--- src/rtl/dlr_pkg.sv ---
// ----------------------------------------------------------------------------
// dlr_pkg
// shared widths and constants for the dda line rasteriser
// ----------------------------------------------------------------------------
package dlr_pkg;

    // coordinate and fixed-point formats
    localparam int COORD_BITS = 6;
    localparam int FRAC_BITS  = 16;

    // accumulator: coordinate, fraction and one guard bit
    localparam int ACC_BITS   = COORD_BITS + FRAC_BITS + 1;

    // slope division: (d_minor << FRAC_BITS) / d_major
    localparam int DIVD_BITS  = COORD_BITS + FRAC_BITS;
    localparam int CNT_BITS   = $clog2(DIVD_BITS);

    // step counter holds up to the full coordinate span
    localparam int STEP_BITS  = COORD_BITS + 1;

    // one half in the fraction
    localparam logic [FRAC_BITS-1:0] FRAC_HALF = {1'b1, {(FRAC_BITS-1){1'b0}}};

endpackage : dlr_pkg

--- src/rtl/dlr_div.sv ---
// ----------------------------------------------------------------------------
// dlr_div
// restoring divider, one quotient bit per cycle
// ----------------------------------------------------------------------------
module dlr_div (
    input  logic                          i_clk,
    input  logic                          i_rst_n,
    input  logic                          i_start,
    input  logic [dlr_pkg::DIVD_BITS-1:0]  i_dividend,
    input  logic [dlr_pkg::COORD_BITS-1:0] i_divisor,
    output logic                          o_done,
    output logic [dlr_pkg::DIVD_BITS-1:0]  o_quotient
);
    import dlr_pkg::*;

    logic                   r_busy;
    logic                   r_done;
    logic [CNT_BITS-1:0]    r_cnt;
    logic [DIVD_BITS-1:0]   r_dvd;      // dividend shifts out, quotient shifts in
    logic [COORD_BITS-1:0]  r_dsr;
    logic [COORD_BITS-1:0]  r_rem;

    logic [COORD_BITS:0]    rem_sh;
    logic [COORD_BITS+1:0]  diff;
    logic                   q_bit;
    logic [COORD_BITS-1:0]  n_rem;

    always_comb begin
        rem_sh = {r_rem, r_dvd[DIVD_BITS-1]};
        diff   = {1'b0, rem_sh} - {2'b00, r_dsr};
        q_bit  = ~diff[COORD_BITS+1];
        n_rem  = q_bit ? diff[COORD_BITS-1:0] : rem_sh[COORD_BITS-1:0];
    end

    always_ff @(posedge i_clk) begin
        if (!i_rst_n) begin
            r_busy <= 1'b0;
            r_done <= 1'b0;
            r_cnt  <= '0;
        end else begin
            r_done <= 1'b0;
            if (i_start) begin
                r_busy <= 1'b1;
                r_cnt  <= CNT_BITS'(DIVD_BITS - 1);
                r_dvd  <= i_dividend;
                r_dsr  <= i_divisor;
                r_rem  <= '0;
            end else if (r_busy) begin
                r_rem <= n_rem;
                r_dvd <= {r_dvd[DIVD_BITS-2:0], q_bit};
                if (r_cnt == '0) begin
                    r_busy <= 1'b0;
                    r_done <= 1'b1;
                end else begin
                    r_cnt <= r_cnt - 1'b1;
                end
            end
        end
    end

    assign o_done     = r_done;
    assign o_quotient = r_dvd;

endmodule : dlr_div

--- src/rtl/dda_line_rasterizer_core.sv ---
// ----------------------------------------------------------------------------
// dda_line_rasterizer_core
// dda line rasteriser: one segment in, one pixel per transfer out
// ----------------------------------------------------------------------------
//  channel | direction | handshake                 | payload
//  --------+-----------+---------------------------+------------------------------
//  in      | input     | i_in_valid / o_in_ready   | i_start_x/y, i_end_x/y
//  out     | output    | o_out_valid / i_out_ready | o_pixel_x/y, o_last_point
//
//  - a segment takes its input transfer, the serial slope divider, a slope
//    load, then one pixel per output transfer, held while i_out_ready is low;
//    a zero-length segment skips the divider
//  - the restoring divider, one quotient bit a cycle, sets the setup length
//  - o_in_ready is high only while idle; one segment is worked at a time
//  - a stall on i_out_ready holds the current pixel and freezes stepping
//  - synchronous active-low reset returns to idle with no pixel pending
// ----------------------------------------------------------------------------
module dda_line_rasterizer_core (
    input  logic                          i_clk,
    input  logic                          i_rst_n,
    input  logic                          i_in_valid,
    output logic                          o_in_ready,
    input  logic [dlr_pkg::COORD_BITS-1:0] i_start_x,
    input  logic [dlr_pkg::COORD_BITS-1:0] i_start_y,
    input  logic [dlr_pkg::COORD_BITS-1:0] i_end_x,
    input  logic [dlr_pkg::COORD_BITS-1:0] i_end_y,
    output logic                          o_out_valid,
    input  logic                          i_out_ready,
    output logic [dlr_pkg::COORD_BITS-1:0] o_pixel_x,
    output logic [dlr_pkg::COORD_BITS-1:0] o_pixel_y,
    output logic                          o_last_point
);
    import dlr_pkg::*;

    typedef enum logic [1:0] {
        S_IDLE,
        S_DIV,
        S_EMIT
    } t_state;

    t_state                 r_state;
    logic                   r_out_valid;

    // per-segment stepping state
    logic [COORD_BITS-1:0]  r_major_pos;
    logic [ACC_BITS-1:0]    r_acc;
    logic [ACC_BITS-1:0]    r_inc;
    logic [STEP_BITS-1:0]   r_steps;
    logic                   r_major_is_x;
    logic                   r_major_neg;
    logic                   r_minor_neg;

    // setup decode of the incoming segment
    logic                   in_xfer;
    logic                   out_xfer;
    logic [COORD_BITS-1:0]  adx;
    logic [COORD_BITS-1:0]  ady;
    logic                   is_x;
    logic [COORD_BITS-1:0]  s_maj;
    logic [COORD_BITS-1:0]  e_maj;
    logic [COORD_BITS-1:0]  s_min;
    logic [COORD_BITS-1:0]  e_min;
    logic [COORD_BITS-1:0]  d_maj;
    logic [COORD_BITS-1:0]  d_min;
    logic                   div_start;

    // divider results
    logic                   div_done;
    logic [DIVD_BITS-1:0]   div_q;
    logic [ACC_BITS-1:0]    inc_mag;

    logic [COORD_BITS-1:0]  minor_coord;

    assign in_xfer  = i_in_valid && o_in_ready;
    assign out_xfer = r_out_valid && i_out_ready;

    always_comb begin
        adx   = (i_start_x >= i_end_x) ? (i_start_x - i_end_x) : (i_end_x - i_start_x);
        ady   = (i_start_y >= i_end_y) ? (i_start_y - i_end_y) : (i_end_y - i_start_y);
        // x wins a tie
        is_x  = (adx >= ady);
        s_maj = is_x ? i_start_x : i_start_y;
        e_maj = is_x ? i_end_x   : i_end_y;
        s_min = is_x ? i_start_y : i_start_x;
        e_min = is_x ? i_end_y   : i_end_x;
        d_maj = is_x ? adx : ady;
        d_min = is_x ? ady : adx;
    end

    // zero-length segments skip the divider
    assign div_start = in_xfer && (d_maj != '0);

    dlr_div u_div (
        .i_clk      (i_clk),
        .i_rst_n    (i_rst_n),
        .i_start    (div_start),
        .i_dividend ({d_min, {FRAC_BITS{1'b0}}}),
        .i_divisor  (d_maj),
        .o_done     (div_done),
        .o_quotient (div_q)
    );

    // slope magnitude never exceeds one, so FRAC_BITS+1 bits hold it
    assign inc_mag = ACC_BITS'(div_q[FRAC_BITS:0]);

    always_ff @(posedge i_clk) begin
        if (!i_rst_n) begin
            r_state      <= S_IDLE;
            r_out_valid  <= 1'b0;
            r_major_pos  <= '0;
            r_acc        <= '0;
            r_inc        <= '0;
            r_steps      <= '0;
            r_major_is_x <= 1'b0;
            r_major_neg  <= 1'b0;
            r_minor_neg  <= 1'b0;
        end else begin
            unique case (r_state)
                S_IDLE: begin
                    if (in_xfer) begin
                        r_major_pos  <= s_maj;
                        r_acc        <= ACC_BITS'({s_min, FRAC_HALF});
                        r_steps      <= STEP_BITS'(d_maj);
                        r_major_is_x <= is_x;
                        r_major_neg  <= (e_maj < s_maj);
                        r_minor_neg  <= (e_min < s_min);
                        if (d_maj == '0) begin
                            r_inc       <= '0;
                            r_out_valid <= 1'b1;
                            r_state     <= S_EMIT;
                        end else begin
                            r_state     <= S_DIV;
                        end
                    end
                end
                S_DIV: begin
                    if (div_done) begin
                        // truncated magnitude, sign applied afterwards
                        r_inc       <= r_minor_neg ? (~inc_mag + 1'b1) : inc_mag;
                        r_out_valid <= 1'b1;
                        r_state     <= S_EMIT;
                    end
                end
                S_EMIT: begin
                    if (out_xfer) begin
                        if (r_steps == '0) begin
                            r_out_valid <= 1'b0;
                            r_state     <= S_IDLE;
                        end else begin
                            r_steps     <= r_steps - 1'b1;
                            r_major_pos <= r_major_neg ? (r_major_pos - 1'b1)
                                                       : (r_major_pos + 1'b1);
                            r_acc       <= r_acc + r_inc;
                        end
                    end
                end
                default: begin
                    r_out_valid <= 1'b0;
                    r_state     <= S_IDLE;
                end
            endcase
        end
    end

    // floor of the accumulator gives the minor coordinate
    assign minor_coord  = r_acc[FRAC_BITS +: COORD_BITS];

    assign o_in_ready   = (r_state == S_IDLE);
    assign o_out_valid  = r_out_valid;
    assign o_pixel_x    = r_major_is_x ? r_major_pos : minor_coord;
    assign o_pixel_y    = r_major_is_x ? minor_coord : r_major_pos;
    assign o_last_point = (r_steps == '0);

    // input side and output side never both open
    a_ready_excl: assert property (@(posedge i_clk) disable iff (!i_rst_n)
        !(o_in_ready && o_out_valid))
        else $error("input ready while a pixel is pending");

    // last pixel transfer returns the block to idle
    a_last_idle: assert property (@(posedge i_clk) disable iff (!i_rst_n)
        (out_xfer && o_last_point) |=> (o_in_ready && !o_out_valid))
        else $error("not idle after final pixel");

    // a non-final transfer is followed by another pixel
    a_more_pixels: assert property (@(posedge i_clk) disable iff (!i_rst_n)
        (out_xfer && !o_last_point) |=> o_out_valid)
        else $error("pixel stream broke before final pixel");

    // slope magnitude bounded by one
    a_slope_range: assert property (@(posedge i_clk) disable iff (!i_rst_n)
        div_done |-> (div_q[DIVD_BITS-1:FRAC_BITS+1] == '0))
        else $error("slope magnitude above one");

endmodule : dda_line_rasterizer_core

--- config.mk ---
export PLATFORM = sky130hd
export DESIGN_NAME = dda_line_rasterizer_core
export DESIGN_NICKNAME = d
export VERILOG_FILES = /design/src/rtl/dlr_pkg.sv /design/src/rtl/dlr_div.sv /design/src/rtl/dda_line_rasterizer_core.sv
export SDC_FILE = /design/constraint.sdc
export NUM_CORES = 1
export LEC_CHECK = 0
export BUFFER_PORTS_ARGS = -buffer_cell sky130_fd_sc_hd__clkbuf_2
export CAP_MARGIN = 0
export CORE_ASPECT_RATIO = 1.4
export CORE_MARGIN = 8
export CORE_UTILIZATION = 35
export CTS_CLUSTER_DIAMETER = 150
export DETAILED_ROUTE_END_ITERATION = 10
export MAX_ROUTING_LAYER = met4
export SLEW_MARGIN = 20
export SYNTH_ARGS = -nofsm -noshare
export SYNTH_HDL_FRONTEND = slang
export SYNTH_SLANG_ARGS = --single-unit
--- constraint.sdc ---
create_clock -name i_clk -period 9.7 [get_ports i_clk]
set_clock_uncertainty 0.1 [all_clocks]
set_input_delay 0.97 -clock i_clk [delete_from_list [all_inputs] [get_ports i_clk]]
set_output_delay 0.97 -clock i_clk [all_outputs]
set_load 0.02 [all_outputs]
==> out/qor.yml, run 1 <==
global_routing:
  grt_max_degree: 57
  grt_pass1_wl_um: 32140
  antenna_found_initial: 0
  grt_pass1_vias: 6293
  overflow: 0
  grt_usage: 0.1539
drt:
  ant_nets: 0
  drt-wirelength-per-cell_um: 16.93
  dr.pass1.iters: 5
  via_per_inst: 5.428
  routed_wl_um: 19420
  route.detailed.drc: 0
  vias: 6226
  drtIter0Drc: 344
critical_path:
  crit_top_cell: "inv_1"
  r2r_slack_ps: 6450
  cp-end-kind: "flop"
  slowest_delay_ps: 570
  crit_start: "i_end_x[0]"
  crit_fanout: 56
  rr_startpoint: "r_inc[1]"
  path_delay_family: "compound AO/OA/AOI/OAI gates"
  critical_path_class: "in2reg"
  ff2ff_path_depth: 10
  worstPathBufferInverterCount: 7
  reg2reg_to: "r_acc[21]"
  start_kind: "input pin"
  crit_path_end: "u_div.o_quotient[8]"
  path_depth: 21
  crit_required_ps: 9640
  critPathSlowestCell: "o21ai_0"
  critPathArrivalTime_ps: 6080
  crit_chain: "clkbuf_2, inv_1, ha_1, inv_1, fa_1, a21o_1, a21oi_1, mux2i_1, o21ai_0, inv_1, ha_1, o211ai_1, o21ai_4, buf_4, inv_1, and3_1, a31oi_1, o31a_1, nor2_1, nor2_2, buf_4"
synth:
  synth_area_um2: 7566
  netlist_instances: 863
  ys_types: 67
  yosys.area.top_type: "dfxtp_1"
  avgSynthCellArea_um2: 8.767
  synthTopCellsByArea: "dfxtp_1 19%, edfxtp_1 13%, ha_1 12%, xnor2_1 4.3%, a21oi_1 4.1%"
  post-synth-top-area-fraction: 0.1852
  syn-num-nets: 972
  synth-edff-count: 34
  ys_seq_area_frac: 0.3202
  yosys_most_used_dff: "dfxtp_1"
  yosys_warnings: 0
  ys_ff_latch: 104
  async_flop_share: 0
clocking:
  worstSkewPairLatency_ps: 350
  cts_tree: "built"
  clk_pin_slew_worst_paths_ps: 70
  cts_made_buffers: 9
  cts_root_buffer: "clkbuf_16"
  clock_path_buffers: 2
  cts_max_level: 3
  cts_setup_buffers: 0
  cts_sinks: 104
  cts_resized: 0
  hold_buffers: 0
finish:
  design_area_um2: 8303
  instances_no_fill: 1147
  drive_above_1_share: 0.1060
  final_cell_mix: "76 x nor2_1, 74 x ha_1, 70 x dfxtp_1"
  diodes: 0
  n_fill_cell: 2137
  nNetsFinal: 991
  syn_to_final_growth_pct: 9.740
  layout_commonest_cell: "nor2_1"
timing:
  worst_pin_slew_ps: 1008
  finalCritPeriodShare: 0.6331
  setup-violations-final: 0
  post-route-min-period_ps: 6141
  whs_ps: 357.8
  slew_headroom: 0.3277
  setup_tns_ps: 0
  drv_slew: 0
  hold_viol: 0
  fmax_ghz: 0.1628
  rsz0062_at_grt: "false"
power_and_ir_drop:
  p_seq_frac: 0.345
  power_density_nw_per_um2: 193.9
  switching_share: 0.3886
  switchingPower_uw: 625.5
  intPower_uw: 984.2
  pwr-share-comb: 0.418
  finalPower_uw: 1610
  leakage_uw: 0.003654
  vdd_ir_drop_max_uv: 91.05
  p_clk_frac: 0.237
placement:
  dp_cells: 1131
  io_buffer_count: 42
  dpl_cell_area_um2: 7991
  gp_congestion: 0.9321
  dp_hpwl_um: 14980
floorplanning:
  rows: 63
  dieArea_um2: 26640
  core_um2: 21200
  die_w_um: 140.3
  pin_count: 43
  initial_core_util: 0.3568
  die-height_um: 190.0
worst_hold_path:
  hp-class: "reg2reg"
run_status:
  outcome: "complete, no violations"
job:
  maxCapViolCount: 0
==> flip-flops by register name (all words and copies together), names as in the netlist, 2 cells and up <==
signal / count
r_acc: 22
r_inc: 22
u_div.o_quotient: 22
r_steps: 7
r_major_pos: 6
u_div.r_dsr: 6
u_div.r_rem: 6
u_div.r_cnt: 5
r_state: 2
==> worst min path at each step <==
| stage | from | end | slack [ps] | cells past startpoint |
|---|---|---|---|---|
| 4_1_cts | r_acc[0] | r_acc[0] | 360 | 2 |
| 6_report | r_acc[0] | r_acc[0] | 360 | 2 |
| 3_5_place_dp | r_acc[0] | r_acc[0] | 350 | 2 |
| 3_3_place_gp | r_acc[0] | r_acc[0] | 340 | 2 |
| 2_1_floorplan | u_div.r_busy | u_div.o_done | 320 | 2 |
| 5_1_grt | r_acc[0] | r_acc[0] | 390 | 2 |
==> layout make-up <==
type,instances,area [um^2],area share
multi-input combinational,650,4726,0.5692
sequential,104,2422,0.2917
tap,260,325.3,0.03918
timing repair buffer,49,262.8,0.03165
inverter,68,255.2,0.03074
clock buffer,10,239.0,0.02878
clock inverter,6,72.57,0.008740
==> Yosys cell counts, types with 17 or more instances <==
library cell  instances
nand3_1              17
xnor2_1              37
nand2_1              59
ha_1                 74
nor2b_1              17
a21oi_1              62
inv_1                68
o21ai_0              42
clkbuf_1             30
dfxtp_1              70
a21o_1               29
nor2_1               78
edfxtp_1             34
a22o_1               17
==> metal layers <==
| layer | routed length [um] | vias up | track usage |
|---|---|---|---|
| met1 | 8047 | 2932 | 0.1650 |
| met4 | 810 | 0 | 0.08044 |
| met5 | 0 | - | - |
| met3 | 590 | 40 | 0.01806 |
| li1 | - | 3131 | - |
| met2 | 9973 | 123 | 0.2743 |
==> worst min-delay path: cells and delay by family, from the launching register on <==
family / cells / cell delay, ps
simple gates: 1 / 50
flops: 1 / 310
compound gates: 1 / 50
==> power by group through the flow <==
stage / combinational, uW / sequential [uW] / clock [uW]
floorplan: 523 / 540 / 0
global placement: 667 / 564 / 0
detailed placement: 674 / 564 / 0
CTS: 677 / 555 / 391
global route: 762 / 563 / 407
finish: 673 / 555 / 382
==> logic make-up (layout without fill, tap and decap cells) <==
family | Yosys count | count (layout) | synth area share
adder cells (fa/ha/maj) | 81 | 81 | 0.1409
AO/OA/AOI/OAI | 263 | 263 | 0.2360
multiplexers | 31 | 31 | 0.04614
buffers and inverters | 109 | 133 | 0.05805
XOR/XNOR | 51 | 51 | 0.06003
flip-flops | 104 | 104 | 0.3202
AND/OR/NAND/NOR | 224 | 224 | 0.1387
==> metrics by stage <==
stage,utilization,setup WS (ps)
global route,0.3916,3057
global placement,0.3768,3263
CTS,0.3916,3588
detailed placement,0.3769,3234
finish,0.3916,3559
floorplan,-,3454
Power figures use the tool's default switching activity.
==> inputs of run 2 (changes only) <==
Clock period 9.7 ns to 5.02 ns, I/O delays scaled along.
==> run 2 against run 1 <==
Effect of this change: worst hold slack got worse by 2.1 ps; combinational power rose by 100%; sequential share of layout area fell by 0.50 points; die area did not move; first-iteration DRC count fell by 0.87%; register-to-register slack got worse by 4600 ps; non-clock buffer count rose by 16; via count barely moved; routed wire length fell by 0.43%; clock-buffer cell count fell by 1; clock power rose by 81%; total power rose by 94%; critical path type unchanged; largest cell class unchanged; largest power group unchanged.
==> out/qor.yml, run 2 (same netlist as run 1, synthesis figures left out) <==
drt:
  wl_met3_um: 508
  drtIter0Drc: 341
  via_per_inst: 5.357
  vias: 6230
  dr.max_layer_used: "met4"
  dr_wl_met2_um: 9979
  drt-met1-wl_um: 8182
  route.detailed.drc: 0
  routed_wl_um: 19340
  ant_nets: 0
  drt-wirelength-per-cell_um: 16.63
  dr.pass1.iters: 5
critical_path:
  crit_required_ps: 5020
  start_kind: "input pin"
  rr_startpoint: "r_inc[1]"
  reg2reg_to: "r_acc[21]"
  critPathArrivalTime_ps: 4730
  r2r_slack_ps: 1820
  crit_fanout: 34
  cp-end-kind: "flop"
  critical_path_class: "in2reg"
  ff2ff_path_depth: 10
finish:
  nNetsFinal: 1007
  syn_to_final_growth_pct: 11.64
  instances_no_fill: 1163
  final_cell_mix: "77 x nor2_1, 74 x ha_1, 70 x dfxtp_1"
  layout_commonest_cell: "nor2_1"
  diodes: 0
  drive_above_1_share: 0.1207
timing:
  finalCritPeriodShare: 0.9413
  setup-violations-final: 0
  finalWorstSetupSlack_ps: 294.5
  setup_tns_ps: 0
  drv_slew: 0
  slew_headroom: 0.3680
  worst_pin_slew_ps: 942.8
  fmax_ghz: 0.2116
  post-route-min-period_ps: 4725
  hold_viol: 0
floorplanning:
  pin_count: 43
  dieArea_um2: 26640
  die-height_um: 190.0
  core_um2: 21200
  die_w_um: 140.3
  initial_core_util: 0.3568
  rows: 63
global_routing:
  overflow: 0
  grt_max_degree: 46
  antenna_found_initial: 0
  grt_usage: 0.1531
  grt_pass1_vias: 6306
  grt_pass1_wl_um: 32040
worst_hold_path:
  hp-start: "r_acc[0]"
  hold_end: "r_acc[0]"
  hp-class: "reg2reg"
  min_path_cells: 2
clocking:
  clock_path_buffers: 2
  cts_made_buffers: 9
  clk_pin_slew_worst_paths_ps: 70
  hold_buffers: 0
  cts_max_level: 3
  cts_setup_buffers: 0
  worstSkewPairLatency_ps: 350
  cts_sinks: 104
  cts_resized: 0
  cts_root_buffer: "clkbuf_16"
  cts_tree: "built"
placement:
  gp_congestion: 0.9364
  io_buffer_count: 42
  dp_hpwl_um: 15120
  dp_cells: 1147
  place_ws_ps: -108.8
job:
  maxCapViolCount: 0
power_and_ir_drop:
  vdd_ir_drop_max_uv: 198.5
  power_density_nw_per_um2: 370.6
  leakage_uw: 0.003728
run_status:
  outcome: "complete, no violations"
-- run 2: cell types whose count changed in the layout (fill, tap and decap cells not counted), sizes merged --
cell      before  now
buf            7   23
bufinv         1    0
clkinvlp       1    3
clkbuf        52   51
-- run 2: metrics by stage --
stage / hold WS (ps) / instance area, um^2 / power [uW] / utilization
3_5_place_dp: 346.5 / 8139 / 2445 / 0.3838
5_1_grt: 388.2 / 8447 / 3381 / 0.3984
3_3_place_gp: 338.2 / 8139 / 2431 / 0.3838
6_report: 355.7 / 8447 / 3130 / 0.3984
2_1_floorplan: 318.5 / 7575 / 2057 / -
4_1_cts: 359.6 / 8427 / 3148 / 0.3974
-- run 2: power by group --
part	leakage [uW]	total (uW)	switching [uW]	internal [uW]
sequential	0.000891	1070	90.9	978
clock	0.000133	692	345	347
combinational	0.00270	1370	791	578
total	0.00373	3130	1230	1900
-- run 2: worst max-delay path by stage --
| stage | startpoint | endpoint | slack (ps) | cells past startpoint |
|---|---|---|---|---|
| CTS | i_start_y[0] | r_inc[12] | 250 | 20 |
| floorplan | i_start_x[0] | u_div.o_quotient[0] | 20 | 20 |
| detailed placement | i_start_x[0] | r_inc[15] | -110 | 21 |
| global placement | i_start_x[0] | r_inc[13] | -30 | 21 |
| global route | i_start_y[0] | u_div.o_quotient[16] | -20 | 20 |
| finish | i_start_x[0] | u_div.o_quotient[16] | 290 | 21 |
-- run 2: per-layer routing --
| metal | vias up | track usage |
|---|---|---|
| met1 | 2936 | 0.1657 |
| met5 | - | - |
| met2 | 94 | 0.2764 |
| met3 | 29 | 0.01706 |
| met4 | 0 | 0.06954 |
| li1 | 3171 | - |
-- run 2: cell type report --
class / instances / area, um^2
multi-input cells: 650 / 4736
inverters: 68 / 255.2
clock buffers: 9 / 225.2
repair buffers: 65 / 420.4
flip-flops and latches: 104 / 2422
fillers: 2153 / 12760
well taps: 260 / 325.3
clock inverters: 7 / 62.56
-- run 2: critical path, stage by stage --
cell and delay, ps:
clkbuf_2 90, inv_1 70, ha_1 160, inv_1 50, fa_1 390, a21o_1 180, a21oi_2 190, a31o_4 220
mux2i_1 220, xnor2_1 200, inv_1 100, ha_1 310, o211ai_1 150, o21ai_4 290, nand2_1 120, nor4b_1 390
a31oi_1 80, buf_4 170, o31a_1 300, buf_12 190, mux2_1 310
==> inputs of run 3 (changes only) <==
Settings changed: ABC_AREA set to 1, CORE_ASPECT_RATIO 1.4 to 1.75, CORE_MARGIN 8 to not set.
==> run 3 against run 2 <==
Effect of this change: core utilization shrank 0.73 points; via count is 27% higher; critical path depth grew 6; total power increased by 43%; largest cell class unchanged.
==> out/qor.yml, run 3 <==
run_status:
  outcome: "complete, no violations"
floorplanning:
  dieArea_um2: 24380
  core_um2: 23330
  pin_count: 43
  initial_core_util: 0.3561
  rows: 74
  die_w_um: 118.5
  die-height_um: 205.8
synth:
  ys_seq_area_frac: 0.2916
  synth_area_um2: 8308
  yosys.area.top_type: "dfxtp_1"
  synth_top_family_by_area: "simple AND/OR/NAND/NOR gates"
  synth-edff-count: 34
  yosys_most_used_dff: "dfxtp_1"
  post-synth-top-area-fraction: 0.1687
  synthMuxAreaShare: 0
  netlist_instances: 1216
  synth_xor_area_frac: 0.02214
  synthAdderAreaFrac: 0.1283
  synth_compound_area_frac: 0.1762
  syn-num-nets: 1325
  ys_types: 51
  yosys_warnings: 0
  synth-simple-area-share: 0.2860
  synth_most_common_cell: "nand2_1"
  async_flop_share: 0
  ys_ff_latch: 104
  synthTopCellsByArea: "dfxtp_1 17%, nand2_1 14%, edfxtp_1 12%, ha_1 11%, a21oi_1 7.1%"
  avgSynthCellArea_um2: 6.832
  synth_commonest_cells: "309 x nand2_1, 144 x inv_1, 118 x a21oi_1, 94 x o21ai_0, 93 x nand3_1"
timing:
  slew_headroom: 0.4004
  setup-violations-final: 0
  finalCritPeriodShare: 0.8389
  rsz0062_at_grt: "false"
  hold_viol: 0
  worst_pin_slew_ps: 899.4
  drv_slew: 0
  fmax_ghz: 0.2375
  post-route-min-period_ps: 4211
  setup_tns_ps: 0
worst_hold_path:
  min_path_cells: 2
  hold_end: "r_acc[9]"
  hp-class: "reg2reg"
  hp-start: "r_acc[9]"
clocking:
  worstSkewPairLatency_ps: 350
  cts_root_buffer: "clkbuf_16"
  cts_sinks: 104
  cts_tree: "built"
  cts_resized: 0
  hold_buffers: 0
  clk_pin_slew_worst_paths_ps: 70
  cts_setup_buffers: 0
  cts_made_buffers: 9
  clock_path_buffers: 2
  cts_max_level: 3
placement:
  gp_congestion: 0.9144
  io_buffer_count: 42
  dp_cells: 1534
  dp_hpwl_um: 18890
drt:
  routed_wl_um: 23470
  ant_nets: 0
  vias: 7898
  route.detailed.drc: 0
  via_per_inst: 5.095
  drt-wirelength-per-cell_um: 15.14
  drtIter0Drc: 345
  dr.pass1.iters: 5
critical_path:
  critPathArrivalTime_ps: 4370
  crit_fanout: 26
  start_kind: "input pin"
  reg2reg_to: "r_acc[20]"
  critPathSlowestCell: "fa_1"
  ff2ff_path_depth: 8
  crit_top_cell: "nand2_1"
  cp-end-kind: "flop"
  slowest_delay_ps: 430
  r2r_slack_ps: 1940
  critical_path_class: "in2reg"
  crit_required_ps: 5180
  rr_startpoint: "r_state[1]"
global_routing:
  grt_pass1_wl_um: 37900
  grt_usage: 0.2046
  antenna_found_initial: 0
  grt_max_degree: 45
  overflow: 0
  grt_pass1_vias: 7686
finish:
  drive_above_1_share: 0.09470
  syn_to_final_growth_pct: 9.819
  n_fill_cell: 2542
  final_cell_mix: "309 x nand2_1, 144 x inv_1, 118 x a21oi_1"
  instances_no_fill: 1550
  post-route-util: 0.3910
  layout_commonest_cell: "nand2_1"
  nNetsFinal: 1350
  diodes: 0
power_and_ir_drop:
  leakage_uw: 0.004302
  finalPower_uw: 4470
  vdd_ir_drop_max_uv: 201.9
  power_density_nw_per_um2: 489.9
job:
  maxCapViolCount: 0
==> run 3: cell count changes after synthesis, moves of 11 or more <==
cell,before,now
nand2_1,59,309
a211oi_1,14,1
mux2i_1,14,0
o21ai_1,14,3
nor2b_1,17,0
a21oi_1,62,118
o21ai_0,42,94
nand3_1,17,93
xnor2_1,37,9
inv_1,68,144
a22o_1,17,1
nor2_1,78,89
a21o_1,29,6
clkbuf_1,30,17
==> run 3: worst max path at each step <==
| stage | endpoint | cells past startpoint | startpoint |
|---|---|---|---|
| after floorplan | u_div.o_quotient[0] | 26 | i_start_y[0] |
| after global placement | o_out_valid | 30 | i_start_y[0] |
| after detailed placement | u_div.r_rem[1] | 27 | i_start_y[0] |
| after CTS | u_div.o_quotient[19] | 27 | i_start_y[0] |
| after global routing | u_div.r_rem[5] | 27 | i_start_y[0] |
| final | r_minor_neg | 27 | i_start_y[0] |
==> run 3: logic make-up (layout without fill, tap and decap cells) <==
logic type	count (synthesis)	count (layout)
buffers and inverters	195	225
DFF	104	104
adders and majority gates	81	81
xor gates and xnor gates	21	21
and+or+nand+nor	550	550
AOI/OAI and AO/OA	265	265
==> run 3: critical path, delay by kind of cell <==
kind / cells / cell delay [ps]
fa+ha+maj: 4 / 1140
buf+inv: 9 / 880
simple gates: 10 / 1210
compound gates: 4 / 620
==> run 3: area by class of cell <==
type | instances | area (um^2) | share of cell area
Clock buffer | 14 | 274.0 | 0.03003
Sequential cell | 104 | 2422 | 0.2655
Inverter | 153 | 574.3 | 0.06295
Clock inverter | 2 | 38.79 | 0.004251
Tap cell | 304 | 380.4 | 0.04169
Timing Repair Buffer | 56 | 340.3 | 0.03730
Multi-Input combinational cell | 917 | 5094 | 0.5583
==> run 3: per-stage QoR <==
step / worst slack [ps] / cell area, um^2 / hold WS [ps]
6_report: 808.6 / 9124 / 373.2
5_1_grt: 386.2 / 9124 / 392.6
4_1_cts: 826.2 / 9124 / 373.4
3_5_place_dp: 462.2 / 8811 / 362.0
3_3_place_gp: 535.1 / 8811 / 356.7
2_1_floorplan: 381.6 / 8308 / 344.8
==> run 3: power by group <==
| part | switching (uW) | internal (uW) |
|---|---|---|
| Combinational | 1560 | 839 |
| Sequential | 207 | 1130 |
| Clock | 309 | 430 |
| Total | 2070 | 2400 |
==> run 3: metal layers <==
layer / global-route usage / vias to the layer above / part of all wire
met1: 0.1941 / 3636 / 0.37
met4: 0.1221 / 0 / 0.052
li1: - / 4075 / -
met2: 0.3994 / 132 / 0.56
met3: 0.01524 / 55 / 0.017
met5: - / - / 0
